$ cat src/hdl/cuid_pkg.sv
// shared types and constants of the card uid read sequencer
`timescale 1ns / 1ps

package cuid_pkg;

    // input commands
    localparam logic [1:0] CMD_START = 2'd0;
    localparam logic [1:0] CMD_DONE  = 2'd1;
    localparam logic [1:0] CMD_TICK  = 2'd2;

    // result kinds
    localparam logic [1:0] KIND_ACCESS = 2'd0;
    localparam logic [1:0] KIND_DELAY  = 2'd1;
    localparam logic [1:0] KIND_RESULT = 2'd2;

    // result status codes
    localparam logic [2:0] ST_OK         = 3'd0;
    localparam logic [2:0] ST_TIMEOUT    = 3'd1;
    localparam logic [2:0] ST_ERROR      = 3'd2;
    localparam logic [2:0] ST_SHORT_RPLY = 3'd3;
    localparam logic [2:0] ST_SHORT_UID  = 3'd4;
    localparam logic [2:0] ST_BCC_FAIL   = 3'd5;

    // configuration register indexes
    localparam int unsigned CFG_IDX_W = 3;
    localparam logic [CFG_IDX_W-1:0] CFG_POLL_LIMIT  = 3'd0;
    localparam logic [CFG_IDX_W-1:0] CFG_WAIT_MASK   = 3'd1;
    localparam logic [CFG_IDX_W-1:0] CFG_ERROR_MASK  = 3'd2;
    localparam logic [CFG_IDX_W-1:0] CFG_IRQ_ENABLE  = 3'd3;
    localparam logic [CFG_IDX_W-1:0] CFG_REQUEST     = 3'd4;
    localparam int unsigned CFG_DATA_W = 16;

    // configuration reset values
    localparam logic [15:0] RST_POLL_LIMIT = 16'd1000;
    localparam logic [7:0]  RST_WAIT_MASK  = 8'h30;
    localparam logic [7:0]  RST_ERROR_MASK = 8'h1B;
    localparam logic [6:0]  RST_IRQ_ENABLE = 7'h77;
    localparam logic [7:0]  RST_REQUEST    = 8'h26;

    // reader register map
    localparam logic [5:0] REG_COMMAND     = 6'h01;
    localparam logic [5:0] REG_COM_IEN     = 6'h02;
    localparam logic [5:0] REG_COM_IRQ     = 6'h04;
    localparam logic [5:0] REG_ERROR       = 6'h06;
    localparam logic [5:0] REG_FIFO_DATA   = 6'h09;
    localparam logic [5:0] REG_FIFO_LEVEL  = 6'h0A;
    localparam logic [5:0] REG_CONTROL     = 6'h0C;
    localparam logic [5:0] REG_BIT_FRAMING = 6'h0D;

    // reader command and frame bytes
    localparam logic [7:0] RDR_CMD_IDLE     = 8'h00;
    localparam logic [7:0] RDR_CMD_TRANSCVE = 8'h0C;
    localparam logic [7:0] FRAME_SHORT      = 8'h07;
    localparam logic [7:0] FRAME_FULL       = 8'h00;
    localparam logic [7:0] SEL_CASCADE1     = 8'h93;
    localparam logic [7:0] NVB_ANTICOLL     = 8'h20;
    localparam logic [7:0] BIT7_MASK        = 8'h80;
    localparam logic [7:0] LOW7_MASK        = 8'h7F;

    localparam int unsigned BITS_W = 10;
    localparam logic [BITS_W-1:0] MIN_UID_BITS   = 10'd40;
    localparam logic [BITS_W-1:0] MIN_REPLY_BITS = 10'd16;
    localparam int unsigned NUM_KEPT = 5;

    typedef enum logic [4:0] {
        PH_IDLE, PH_FRAME_PRE, PH_IEN, PH_IRQ_RD, PH_IRQ_WR, PH_FL_RD, PH_FL_WR,
        PH_TX0, PH_TX1, PH_CMD, PH_BF_RD, PH_BF_WR, PH_POLL, PH_DELAY,
        PH_BFC_RD, PH_BFC_WR, PH_BFC_RD_T, PH_BFC_WR_T, PH_ERR, PH_LVL, PH_CTRL,
        PH_FIFO, PH_IDLECMD, PH_POST_OK, PH_POST_TO, PH_POST_ERR
    } phase_t;

    typedef enum logic [1:0] {
        ACT_NONE,
        ACT_GO,
        ACT_FINISH
    } action_t;

    typedef struct packed {
        logic [15:0] poll_limit;
        logic [7:0]  wait_irq_mask;
        logic [7:0]  error_bit_mask;
        logic [6:0]  irq_enable_bits;
        logic [7:0]  request_code;
    } cuid_cfg_t;

    typedef struct packed {
        logic [1:0]  kind;
        logic        write_flag;
        logic [5:0]  reg_addr;
        logic [7:0]  write_data;
        logic [2:0]  status;
        logic [31:0] card_uid;
    } cuid_res_t;

endpackage

$ cat src/hdl/cuid_if.sv
// valid/ready channel interfaces for input and result words
`timescale 1ns / 1ps

interface cuid_in_if;
    logic       valid;
    logic       ready;
    logic [1:0] cmd;
    logic [7:0] read_data;

    modport source (output valid, output cmd, output read_data, input ready);
    modport sink (input valid, input cmd, input read_data, output ready);
endinterface

interface cuid_out_if;
    logic        valid;
    logic        ready;
    logic [1:0]  kind;
    logic        write_flag;
    logic [5:0]  reg_addr;
    logic [7:0]  write_data;
    logic [2:0]  status;
    logic [31:0] card_uid;

    modport source (output valid, output kind, output write_flag, output reg_addr,
                    output write_data, output status, output card_uid, input ready);
    modport sink (input valid, input kind, input write_flag, input reg_addr,
                  input write_data, input status, input card_uid, output ready);
endinterface

$ cat src/hdl/cuid_cfg_regs.sv
// configuration register file of the card uid read sequencer
`timescale 1ns / 1ps

module cuid_cfg_regs (
    input  logic                            clk,
    input  logic                            rst_n,
    input  logic                            cfg_wr_en,
    input  logic [cuid_pkg::CFG_IDX_W-1:0]  cfg_index,
    input  logic [cuid_pkg::CFG_DATA_W-1:0] cfg_wr_data,
    output cuid_pkg::cuid_cfg_t             cfg
);
    import cuid_pkg::*;

    cuid_cfg_t cfg_reg;

    always_ff @(posedge clk or negedge rst_n)
    begin
        if (!rst_n)
        begin
            cfg_reg.poll_limit      <= RST_POLL_LIMIT;
            cfg_reg.wait_irq_mask   <= RST_WAIT_MASK;
            cfg_reg.error_bit_mask  <= RST_ERROR_MASK;
            cfg_reg.irq_enable_bits <= RST_IRQ_ENABLE;
            cfg_reg.request_code    <= RST_REQUEST;
        end
        else if (cfg_wr_en)
        begin
            unique case (cfg_index)
                CFG_POLL_LIMIT: cfg_reg.poll_limit      <= cfg_wr_data[15:0];
                CFG_WAIT_MASK:  cfg_reg.wait_irq_mask   <= cfg_wr_data[7:0];
                CFG_ERROR_MASK: cfg_reg.error_bit_mask  <= cfg_wr_data[7:0];
                CFG_IRQ_ENABLE: cfg_reg.irq_enable_bits <= cfg_wr_data[6:0];
                CFG_REQUEST:    cfg_reg.request_code    <= cfg_wr_data[7:0];
                default:        ;
            endcase
        end
    end

    assign cfg = cfg_reg;

endmodule

$ cat src/hdl/cuid_seq_core.sv
// sequencer state and the combinational step from one input word to its result
`timescale 1ns / 1ps

module cuid_seq_core #(
    parameter int unsigned FIFO_READ_MAX = 16
) (
    input  logic                clk,
    input  logic                rst_n,
    input  cuid_pkg::cuid_cfg_t cfg,
    input  logic                step_en,
    input  logic [1:0]          cmd,
    input  logic [7:0]          read_data,
    output logic                res_valid,
    output cuid_pkg::cuid_res_t res
);
    import cuid_pkg::*;

    localparam int unsigned CNT_W = $clog2(FIFO_READ_MAX + 1);
    localparam logic [6:0] READ_MAX7 = 7'(FIFO_READ_MAX);
    localparam logic [2:0] NUM_KEPT3 = 3'(NUM_KEPT);

    phase_t             phase_reg, phase_next;
    logic               in_ac_reg, in_ac_next;
    logic [15:0]        poll_count_reg, poll_count_next;
    logic [CNT_W-1:0]   fifo_count_reg, fifo_count_next;
    logic [2:0]         byte_index_reg, byte_index_next;
    logic [6:0]         level_reg, level_next;
    logic [BITS_W-1:0]  reply_bits_reg, reply_bits_next;
    logic [7:0]         reply_bytes_reg [NUM_KEPT];
    logic               store_en;

    action_t            action;
    logic [2:0]         fin_status;
    logic [15:0]        poll_inc;
    logic [6:0]         level_m1;
    logic [CNT_W-1:0]   fifo_dec;
    logic [7:0]         bcc;
    logic [31:0]        uid;

    assign poll_inc = (poll_count_reg == 16'hFFFF) ? poll_count_reg : poll_count_reg + 16'd1;
    assign level_m1 = level_reg - 7'd1;
    assign fifo_dec = (fifo_count_reg != '0) ? fifo_count_reg - CNT_W'(1) : fifo_count_reg;
    assign bcc = reply_bytes_reg[0] ^ reply_bytes_reg[1] ^ reply_bytes_reg[2]
               ^ reply_bytes_reg[3];
    assign uid = {reply_bytes_reg[3], reply_bytes_reg[2], reply_bytes_reg[1],
                  reply_bytes_reg[0]};

    // next state and step action
    always_comb
    begin
        phase_next      = phase_reg;
        in_ac_next      = in_ac_reg;
        poll_count_next = poll_count_reg;
        fifo_count_next = fifo_count_reg;
        byte_index_next = byte_index_reg;
        level_next      = level_reg;
        reply_bits_next = reply_bits_reg;
        store_en        = 1'b0;
        action          = ACT_NONE;
        fin_status      = ST_OK;
        if (step_en)
        begin
            if (cmd == CMD_START)
            begin
                if (phase_reg == PH_IDLE)
                begin
                    in_ac_next = 1'b0;
                    phase_next = PH_FRAME_PRE;
                    action     = ACT_GO;
                end
            end
            else if (cmd == CMD_TICK)
            begin
                if (phase_reg == PH_DELAY)
                begin
                    poll_count_next = poll_inc;
                    phase_next = (poll_inc >= cfg.poll_limit) ? PH_BFC_RD_T : PH_POLL;
                    action     = ACT_GO;
                end
            end
            else if (cmd == CMD_DONE && phase_reg != PH_IDLE && phase_reg != PH_DELAY)
            begin
                action = ACT_GO;
                unique case (phase_reg)
                    PH_FRAME_PRE: phase_next = PH_IEN;
                    PH_IEN:       phase_next = PH_IRQ_RD;
                    PH_IRQ_RD:    phase_next = PH_IRQ_WR;
                    PH_IRQ_WR:    phase_next = PH_FL_RD;
                    PH_FL_RD:     phase_next = PH_FL_WR;
                    PH_FL_WR:     phase_next = PH_TX0;
                    PH_TX0:       phase_next = in_ac_reg ? PH_TX1 : PH_CMD;
                    PH_TX1:       phase_next = PH_CMD;
                    PH_CMD:       phase_next = PH_BF_RD;
                    PH_BF_RD:     phase_next = PH_BF_WR;
                    PH_BF_WR:
                    begin
                        poll_count_next = '0;
                        phase_next = (cfg.poll_limit == '0) ? PH_BFC_RD_T : PH_POLL;
                    end
                    PH_POLL:
                        phase_next = ((read_data & cfg.wait_irq_mask) != '0) ? PH_BFC_RD
                                                                             : PH_DELAY;
                    PH_BFC_RD:    phase_next = PH_BFC_WR;
                    PH_BFC_WR:    phase_next = PH_ERR;
                    PH_BFC_RD_T:  phase_next = PH_BFC_WR_T;
                    PH_BFC_WR_T:
                    begin
                        if (!in_ac_reg)
                            phase_next = PH_POST_TO;
                        else
                        begin
                            phase_next = PH_IDLE;
                            action     = ACT_FINISH;
                            fin_status = ST_TIMEOUT;
                        end
                    end
                    PH_ERR:
                    begin
                        if ((read_data & cfg.error_bit_mask) == '0)
                            phase_next = PH_LVL;
                        else if (!in_ac_reg)
                            phase_next = PH_POST_ERR;
                        else
                        begin
                            phase_next = PH_IDLE;
                            action     = ACT_FINISH;
                            fin_status = ST_ERROR;
                        end
                    end
                    PH_LVL:
                    begin
                        level_next = read_data[6:0];
                        phase_next = PH_CTRL;
                    end
                    PH_CTRL:
                    begin
                        // reply length kept wide: 127 bytes of level still fit
                        if (read_data[2:0] != 3'd0)
                            reply_bits_next = (level_reg == '0) ? '0 : {level_m1, read_data[2:0]};
                        else
                            reply_bits_next = {level_reg, 3'd0};
                        fifo_count_next = (level_reg > READ_MAX7) ? CNT_W'(FIFO_READ_MAX)
                                                                  : CNT_W'(level_reg);
                        byte_index_next = '0;
                        phase_next = (level_reg == '0) ? PH_IDLECMD : PH_FIFO;
                    end
                    PH_FIFO:
                    begin
                        // bytes past the fifth are read and dropped
                        if (byte_index_reg < NUM_KEPT3)
                        begin
                            store_en        = 1'b1;
                            byte_index_next = byte_index_reg + 3'd1;
                        end
                        fifo_count_next = fifo_dec;
                        phase_next = (fifo_dec == '0) ? PH_IDLECMD : PH_FIFO;
                    end
                    PH_IDLECMD:
                    begin
                        if (!in_ac_reg)
                            phase_next = PH_POST_OK;
                        else
                        begin
                            phase_next = PH_IDLE;
                            action     = ACT_FINISH;
                            if (reply_bits_reg < MIN_UID_BITS)
                                fin_status = ST_SHORT_UID;
                            else if (bcc != reply_bytes_reg[4])
                                fin_status = ST_BCC_FAIL;
                            else
                                fin_status = ST_OK;
                        end
                    end
                    PH_POST_OK:
                    begin
                        if (reply_bits_reg < MIN_REPLY_BITS)
                        begin
                            phase_next = PH_IDLE;
                            action     = ACT_FINISH;
                            fin_status = ST_SHORT_RPLY;
                        end
                        else
                        begin
                            in_ac_next = 1'b1;
                            phase_next = PH_FRAME_PRE;
                        end
                    end
                    PH_POST_TO:
                    begin
                        phase_next = PH_IDLE;
                        action     = ACT_FINISH;
                        fin_status = ST_TIMEOUT;
                    end
                    PH_POST_ERR:
                    begin
                        phase_next = PH_IDLE;
                        action     = ACT_FINISH;
                        fin_status = ST_ERROR;
                    end
                    default:
                    begin
                        phase_next = phase_reg;
                        action     = ACT_NONE;
                    end
                endcase
            end
        end
    end

    // result word for the phase just entered
    always_comb
    begin
        res       = '0;
        res_valid = 1'b0;
        if (action == ACT_FINISH)
        begin
            res_valid    = 1'b1;
            res.kind     = KIND_RESULT;
            res.status   = fin_status;
            res.card_uid = (fin_status == ST_OK) ? uid : '0;
        end
        else if (action == ACT_GO)
        begin
            res_valid = 1'b1;
            res.kind  = KIND_ACCESS;
            unique case (phase_next) inside
                PH_FRAME_PRE:
                begin
                    res.write_flag = 1'b1;
                    res.reg_addr   = REG_BIT_FRAMING;
                    res.write_data = in_ac_next ? FRAME_FULL : FRAME_SHORT;
                end
                PH_IEN:
                begin
                    res.write_flag = 1'b1;
                    res.reg_addr   = REG_COM_IEN;
                    res.write_data = {1'b1, cfg.irq_enable_bits};
                end
                PH_IRQ_RD, PH_POLL:
                    res.reg_addr = REG_COM_IRQ;
                PH_IRQ_WR:
                begin
                    res.write_flag = 1'b1;
                    res.reg_addr   = REG_COM_IRQ;
                    res.write_data = read_data & LOW7_MASK;
                end
                PH_FL_RD, PH_LVL:
                    res.reg_addr = REG_FIFO_LEVEL;
                PH_FL_WR:
                begin
                    res.write_flag = 1'b1;
                    res.reg_addr   = REG_FIFO_LEVEL;
                    res.write_data = read_data | BIT7_MASK;
                end
                PH_TX0:
                begin
                    res.write_flag = 1'b1;
                    res.reg_addr   = REG_FIFO_DATA;
                    res.write_data = in_ac_next ? SEL_CASCADE1 : cfg.request_code;
                end
                PH_TX1:
                begin
                    res.write_flag = 1'b1;
                    res.reg_addr   = REG_FIFO_DATA;
                    res.write_data = NVB_ANTICOLL;
                end
                PH_CMD:
                begin
                    res.write_flag = 1'b1;
                    res.reg_addr   = REG_COMMAND;
                    res.write_data = RDR_CMD_TRANSCVE;
                end
                PH_BF_RD, PH_BFC_RD, PH_BFC_RD_T:
                    res.reg_addr = REG_BIT_FRAMING;
                PH_BF_WR:
                begin
                    res.write_flag = 1'b1;
                    res.reg_addr   = REG_BIT_FRAMING;
                    res.write_data = read_data | BIT7_MASK;
                end
                PH_BFC_WR, PH_BFC_WR_T:
                begin
                    res.write_flag = 1'b1;
                    res.reg_addr   = REG_BIT_FRAMING;
                    res.write_data = read_data & LOW7_MASK;
                end
                PH_DELAY:
                    res.kind = KIND_DELAY;
                PH_ERR:
                    res.reg_addr = REG_ERROR;
                PH_CTRL:
                    res.reg_addr = REG_CONTROL;
                PH_FIFO:
                    res.reg_addr = REG_FIFO_DATA;
                PH_IDLECMD:
                begin
                    res.write_flag = 1'b1;
                    res.reg_addr   = REG_COMMAND;
                    res.write_data = RDR_CMD_IDLE;
                end
                PH_POST_OK, PH_POST_TO, PH_POST_ERR:
                begin
                    res.write_flag = 1'b1;
                    res.reg_addr   = REG_BIT_FRAMING;
                    res.write_data = FRAME_FULL;
                end
                default:
                    res_valid = 1'b0;
            endcase
        end
    end

    always_ff @(posedge clk or negedge rst_n)
    begin
        if (!rst_n)
        begin
            phase_reg      <= PH_IDLE;
            in_ac_reg      <= 1'b0;
            poll_count_reg <= '0;
            fifo_count_reg <= '0;
            byte_index_reg <= '0;
            level_reg      <= '0;
            reply_bits_reg <= '0;
        end
        else
        begin
            phase_reg      <= phase_next;
            in_ac_reg      <= in_ac_next;
            poll_count_reg <= poll_count_next;
            fifo_count_reg <= fifo_count_next;
            byte_index_reg <= byte_index_next;
            level_reg      <= level_next;
            reply_bits_reg <= reply_bits_next;
        end
    end

    always_ff @(posedge clk)
    begin
        if (store_en)
            reply_bytes_reg[byte_index_reg] <= read_data;
    end

endmodule

$ cat src/hdl/contactless_uid_read_sequencer.sv
// top level of the card uid read sequencer: input register, step core, result register
//
// usage
//   in_item carries words from the host side: a start word launches a card read,
//   an access-completed word answers the last register access (read_data holds
//   the byte of a read), a delay-elapsed word answers a delay request.
//   out_item carries one word per useful input word: a reader register access
//   (write or read), a delay request, or the final result with status and
//   uid. words that make no sense in the current phase are dropped silently.
//   configuration is a plain write port (cfg_wr_en, cfg_index, cfg_wr_data); the user
//   must write it only while no card read is in flight, the block does not enforce this.
// timing
//   an input word is taken into an input register, stepped through the
//   combinational sequencer step and its result lands in the output register.
//   one word per cycle is sustained while out_item keeps taking results.
// reset and stalls
//   reset returns the sequencer to idle and loads the default configuration.
//   while the output register holds an untaken result, the input register
//   still fills; further input is held off until the result is taken.
`timescale 1ns / 1ps

module contactless_uid_read_sequencer #(
    parameter int unsigned FIFO_READ_MAX = 16
) (
    input  logic                            clk,
    input  logic                            rst_n,
    cuid_in_if.sink                         in_item,
    cuid_out_if.source                      out_item,
    input  logic                            cfg_wr_en,
    input  logic [cuid_pkg::CFG_IDX_W-1:0]  cfg_index,
    input  logic [cuid_pkg::CFG_DATA_W-1:0] cfg_wr_data
);
    import cuid_pkg::*;

    cuid_cfg_t  cfg;
    logic       in_valid_reg;
    logic [1:0] in_cmd_reg;
    logic [7:0] in_data_reg;
    logic       step_en;
    logic       res_valid;
    cuid_res_t  res;
    logic       out_valid_reg;
    cuid_res_t  out_reg;

    // step the held word only when the result slot is free or being drained
    assign step_en       = in_valid_reg && (!out_valid_reg || out_item.ready);
    assign in_item.ready = !in_valid_reg || step_en;

    cuid_cfg_regs u_cfg (
        .clk         (clk),
        .rst_n       (rst_n),
        .cfg_wr_en   (cfg_wr_en),
        .cfg_index   (cfg_index),
        .cfg_wr_data (cfg_wr_data),
        .cfg         (cfg)
    );

    cuid_seq_core #(
        .FIFO_READ_MAX (FIFO_READ_MAX)
    ) u_core (
        .clk       (clk),
        .rst_n     (rst_n),
        .cfg       (cfg),
        .step_en   (step_en),
        .cmd       (in_cmd_reg),
        .read_data (in_data_reg),
        .res_valid (res_valid),
        .res       (res)
    );

    always_ff @(posedge clk or negedge rst_n)
    begin
        if (!rst_n)
        begin
            in_valid_reg  <= 1'b0;
            out_valid_reg <= 1'b0;
        end
        else
        begin
            if (in_item.ready)
                in_valid_reg <= in_item.valid;
            if (step_en)
                out_valid_reg <= res_valid;
            else if (out_item.ready)
                out_valid_reg <= 1'b0;
        end
    end

    always_ff @(posedge clk)
    begin
        if (in_item.ready && in_item.valid)
        begin
            in_cmd_reg  <= in_item.cmd;
            in_data_reg <= in_item.read_data;
        end
        if (step_en && res_valid)
            out_reg <= res;
    end

    assign out_item.valid      = out_valid_reg;
    assign out_item.kind       = out_reg.kind;
    assign out_item.write_flag = out_reg.write_flag;
    assign out_item.reg_addr   = out_reg.reg_addr;
    assign out_item.write_data = out_reg.write_data;
    assign out_item.status     = out_reg.status;
    assign out_item.card_uid   = out_reg.card_uid;

endmodule
$ cat src/flat_wrapper.sv
// flat-port wrapper written by rule: the top's interface ports become plain ports
module contactless_uid_read_sequencer_flat import cuid_pkg::*;
#(
    parameter int unsigned FIFO_READ_MAX = 16
)
  (clk, rst_n, cfg_wr_en, cfg_index, cfg_wr_data, in_item_valid, in_item_cmd, in_item_read_data, in_item_ready, out_item_valid, out_item_kind, out_item_write_flag, out_item_reg_addr, out_item_write_data, out_item_status, out_item_card_uid, out_item_ready);
  cuid_in_if in_item_i ();
  cuid_out_if out_item_i ();
  input  logic clk;
  input  logic rst_n;
  input  logic cfg_wr_en;
  input  logic [cuid_pkg::CFG_IDX_W-1:0] cfg_index;
  input  logic [cuid_pkg::CFG_DATA_W-1:0] cfg_wr_data;
  input wire logic [$bits(in_item_i.valid)-1:0] in_item_valid;
  input wire logic [$bits(in_item_i.cmd)-1:0] in_item_cmd;
  input wire logic [$bits(in_item_i.read_data)-1:0] in_item_read_data;
  output wire logic [$bits(in_item_i.ready)-1:0] in_item_ready;
  output wire logic [$bits(out_item_i.valid)-1:0] out_item_valid;
  output wire logic [$bits(out_item_i.kind)-1:0] out_item_kind;
  output wire logic [$bits(out_item_i.write_flag)-1:0] out_item_write_flag;
  output wire logic [$bits(out_item_i.reg_addr)-1:0] out_item_reg_addr;
  output wire logic [$bits(out_item_i.write_data)-1:0] out_item_write_data;
  output wire logic [$bits(out_item_i.status)-1:0] out_item_status;
  output wire logic [$bits(out_item_i.card_uid)-1:0] out_item_card_uid;
  input wire logic [$bits(out_item_i.ready)-1:0] out_item_ready;
  assign in_item_i.valid = in_item_valid;
  assign in_item_i.cmd = in_item_cmd;
  assign in_item_i.read_data = in_item_read_data;
  assign in_item_ready = in_item_i.ready;
  assign out_item_valid = out_item_i.valid;
  assign out_item_kind = out_item_i.kind;
  assign out_item_write_flag = out_item_i.write_flag;
  assign out_item_reg_addr = out_item_i.reg_addr;
  assign out_item_write_data = out_item_i.write_data;
  assign out_item_status = out_item_i.status;
  assign out_item_card_uid = out_item_i.card_uid;
  assign out_item_i.ready = out_item_ready;
  contactless_uid_read_sequencer #(.FIFO_READ_MAX(FIFO_READ_MAX)) u_core (.clk(clk), .rst_n(rst_n), .in_item(in_item_i), .out_item(out_item_i), .cfg_wr_en(cfg_wr_en), .cfg_index(cfg_index), .cfg_wr_data(cfg_wr_data));
endmodule
$ cat config.mk
export PLATFORM = sky130hd
export DESIGN_NAME = contactless_uid_read_sequencer_flat
export DESIGN_NICKNAME = d
export VERILOG_FILES = /design/src/hdl/cuid_pkg.sv /design/src/hdl/cuid_if.sv /design/src/hdl/cuid_cfg_regs.sv /design/src/hdl/cuid_seq_core.sv /design/src/hdl/contactless_uid_read_sequencer.sv /design/src/flat_wrapper.sv
export SDC_FILE = /design/constraint.sdc
export NUM_CORES = 1
export LEC_CHECK = 0
export BUFFER_PORTS_ARGS = -buffer_cell sky130_fd_sc_hd__buf_2
export CAP_MARGIN = 20
export CORE_UTILIZATION = 45
export DETAILED_ROUTE_END_ITERATION = 10
export GPL_TIMING_DRIVEN = 0
export PLACE_DENSITY = 0.64
export SLEW_MARGIN = 10
export SYNTH_ARGS = -nofsm -noshare
export SYNTH_HDL_FRONTEND = slang
export SYNTH_SLANG_ARGS = --single-unit
$ cat constraint.sdc
create_clock -name clk -period 9.9 [get_ports clk]
set_input_delay 1.98 -clock clk [delete_from_list [all_inputs] [get_ports clk]]
set_output_delay 1.98 -clock clk [all_outputs]
set_load 0.005 [all_outputs]
==> metrics.csv <==
metric;value;unit
status;finished, final reports clean;
largest area contributor in the netlist;edfxtp_1;
Starting Density;46.53;%
multi-input logic area;0.004262;sq mm
share of cells above drive strength 1;22.89;%
worst-margin pin slew;0.9890;ns
GPL Wtd Cong;0.9032;
Area contributors post-synth;edfxtp_1, dfrtp_1, dfstp_2;
PD cells;219.2;mW/mm^2
Leak;4.384;nW
Routed Antenna Nets;0;
Worst Path Buf+Inv;5;
CP startpoint kind;flop;
flip-flop count of the largest register after layout;47;
vias per cell;5.843;
Worst Hold Class;flop to flop;
post-synth cell types;89;
setup TNS;0;ns
total gr overflow;0;
post-synth top area share;30.22;%
post-route insts no fill;1284;
most common cell after layout, fill and taps aside;edfxtp_1;
post-CTS sizing;0;
All-Layer GR Usage;22.69;%
Vias;7502;
die width;150.6;microns
initial antenna violation count;0;
Max Transition Viols Final;0;
WP data required;10.04;ns
Fin Clk Skew;0.02076;ns
Synth Register Bits;193;
final wirelength;24710;microns
crit-path leading delay family;compound AO/OA/AOI/OAI gates;
Post-CTS Setup Bufs;0;
Crit-path slowest cell;a2111oi_0;
P&R area growth vs syn;14.34;%
Post-CTS Hold Buffers;0;
cell area after synthesis;0.009936;sq mm
Slew headroom;32.36;%
Tmin final;5.653;ns
# IOs;88;
H-tree depth;4;
max frequency;176.9;MHz
CTS Buf Count;17;
n_diodes;0;
YS warnings;0;
number of flops mapped to enable cells by yosys;100;
placed instance count;1251;
Die ar.;0.02268;sq mm
WP data arrival;5.79;ns
Clock Tree Buf Depth;2;
final instance area;0.01136;sq mm
row count;53;
Power Total;2.490;mW
post-synthesis sequential area ratio;53.91;%
Sink Count;193;
1st-pass router iterations;6;
Die Span Y;150.6;microns
largest net degree at the start of global routing;54;
vias in the first global route;7135;
DRC;0;
# nets final;1051;
max-cap viol count;0;
final-report setup violation count;0;
IO buf count;85;
asr flop ratio synth;48.19;%
Setup CP Type;flop to flop;
final hold violations;0;
RSZ-0062 raised after global routing;no;
most frequent cells in the layout;edfxtp_1, buf_2, dfrtp_1;
core area;0.02135;sq mm
worst-skew pair later-pin latency;0.44;ns
critical path peak fanout;10;
first-pass GRT wire length;39120;microns
Mapped Cells;887;
most used flip-flop cell after synthesis;edfxtp_1;
DRT iter0 DRCs;523;
max incr delay on CP;0.54;ns
crit-path cells;clkbuf_1 -> and4_1 -> nand4_1 -> nor2_1 -> and3_1 -> nand4_1 -> nor2b_1 -> clkbuf_1 -> nand2_1 -> xnor2_1 -> ha_1 -> o2111ai_1 -> a2111oi_0 -> o21ai_1 -> a211o_1 -> and2_1 -> buf_6 -> inv_4 -> buf_6 -> nor2_1 -> a211oi_1 -> a41oi_1;
crit end category;flop;
CTS tree;done;
Syn Area/Cell;11.20;sq um
FF+latch area;0.005356;sq mm
Fill cells;1954;
CTS root buf;clkbuf_16;
Clock transition at path regs;0.08;ns
WL per Instance;19.24;microns
VDD IR-drop max;0.1307;mV
period utilization;57.10;%
DP Wirelength;17780;microns
placed cell area;0.01077;sq mm
per-layer routing:
| metal | track usage (%) | vias to the layer above | routed length, microns |
|---|---|---|---|
| met4 | 5.550 | 0 | 291 |
| li1 | - | 3529 | - |
| met1 | 32.01 | 3730 | 11550 |
| met2 | 36.91 | 220 | 11830 |
| met5 | 0 | - | 0 |
| met3 | 3.000 | 23 | 1036 |
power breakdown:
part	internal (mW)	leakage [nW]	total (mW)	switching (mW)
combinational	0.282	2.03	0.765	0.483
sequential	0.968	2.07	1.04	0.0731
clock	0.350	0.291	0.684	0.334
total	1.60	4.38	2.49	0.890
synthesized netlist by cell type, types with 26 or more instances:
cell type and number:
dfrtp_1 72, nand3_1 32, nand2_1 65, nor3_1 26, nor2_1 57, and2_1 38
inv_1 26, edfxtp_1 100, a21oi_1 48, o21ai_0 49, mux2_2 40, xnor2_1 37
through the flow:
step,setup WS (ns),hold WS (ns),utilization [%]
2_1_floorplan,5.358,0.4624,-
3_3_place_gp,4.239,0.4867,50.15
3_5_place_dp,4.297,0.4939,50.42
4_1_cts,4.249,0.5109,53.18
5_1_grt,3.754,0.5272,53.21
6_report,4.247,0.5096,53.21
cell type report:
type / instances / share of cell area (%)
Clock inverter: 14 / 1.222
Buffer: 38 / 1.806
Clock buffer: 18 / 3.965
Inverter: 29 / 1.046
Timing Repair Buffer: 89 / 4.273
Multi-Input combinational cell: 628 / 37.51
Tap cell: 275 / 3.029
Sequential cell: 193 / 47.15
worst min-delay path: cells and delay by family, from the launching register on:
kind	cells	cell delay [ns]
compound gates	1	0.05
flops	1	0.37
simple gates	1	0.06
logic make-up (layout without fill, tap and decap cells):
group                    count (synthesis)  count (layout)  share of synthesized area [%]
other                                    1               2                        0.03774
AO/OA/AOI/OAI                          215             215                          15.26
buffers and inverters                   67             188                          3.261
flip-flops                             193             193                          53.91
adder cells (fa/ha/maj)                 21              21                          2.644
XOR/XNOR                                43              43                          3.790
AND/OR/NAND/NOR                        304             304                          16.26
multiplexers                            43              43                          4.836
final timing paths:
path | from | cells past startpoint | endpoint | slack (ns)
hold reg to reg | u_core.u_core.fifo_count_reg[4] | 2 | u_core.u_core.fifo_count_reg[4] | 0.51
setup reg to reg | u_core.u_core.poll_count_reg[3] | 22 | u_core.out_item.reg_addr[3] | 4.25
min in group asynchronous | rst_n | 1 | u_core.u_core.reply_bits_reg[7] | 1.54
setup / recovery | u_core.u_core.poll_count_reg[3] | 22 | u_core.out_item.reg_addr[3] | 4.25
hold / removal | u_core.u_core.fifo_count_reg[4] | 2 | u_core.u_core.fifo_count_reg[4] | 0.51
max in group asynchronous | rst_n | 2 | u_core.u_cfg.cfg[5] | 7.61
Power figures use the tool's default switching activity.
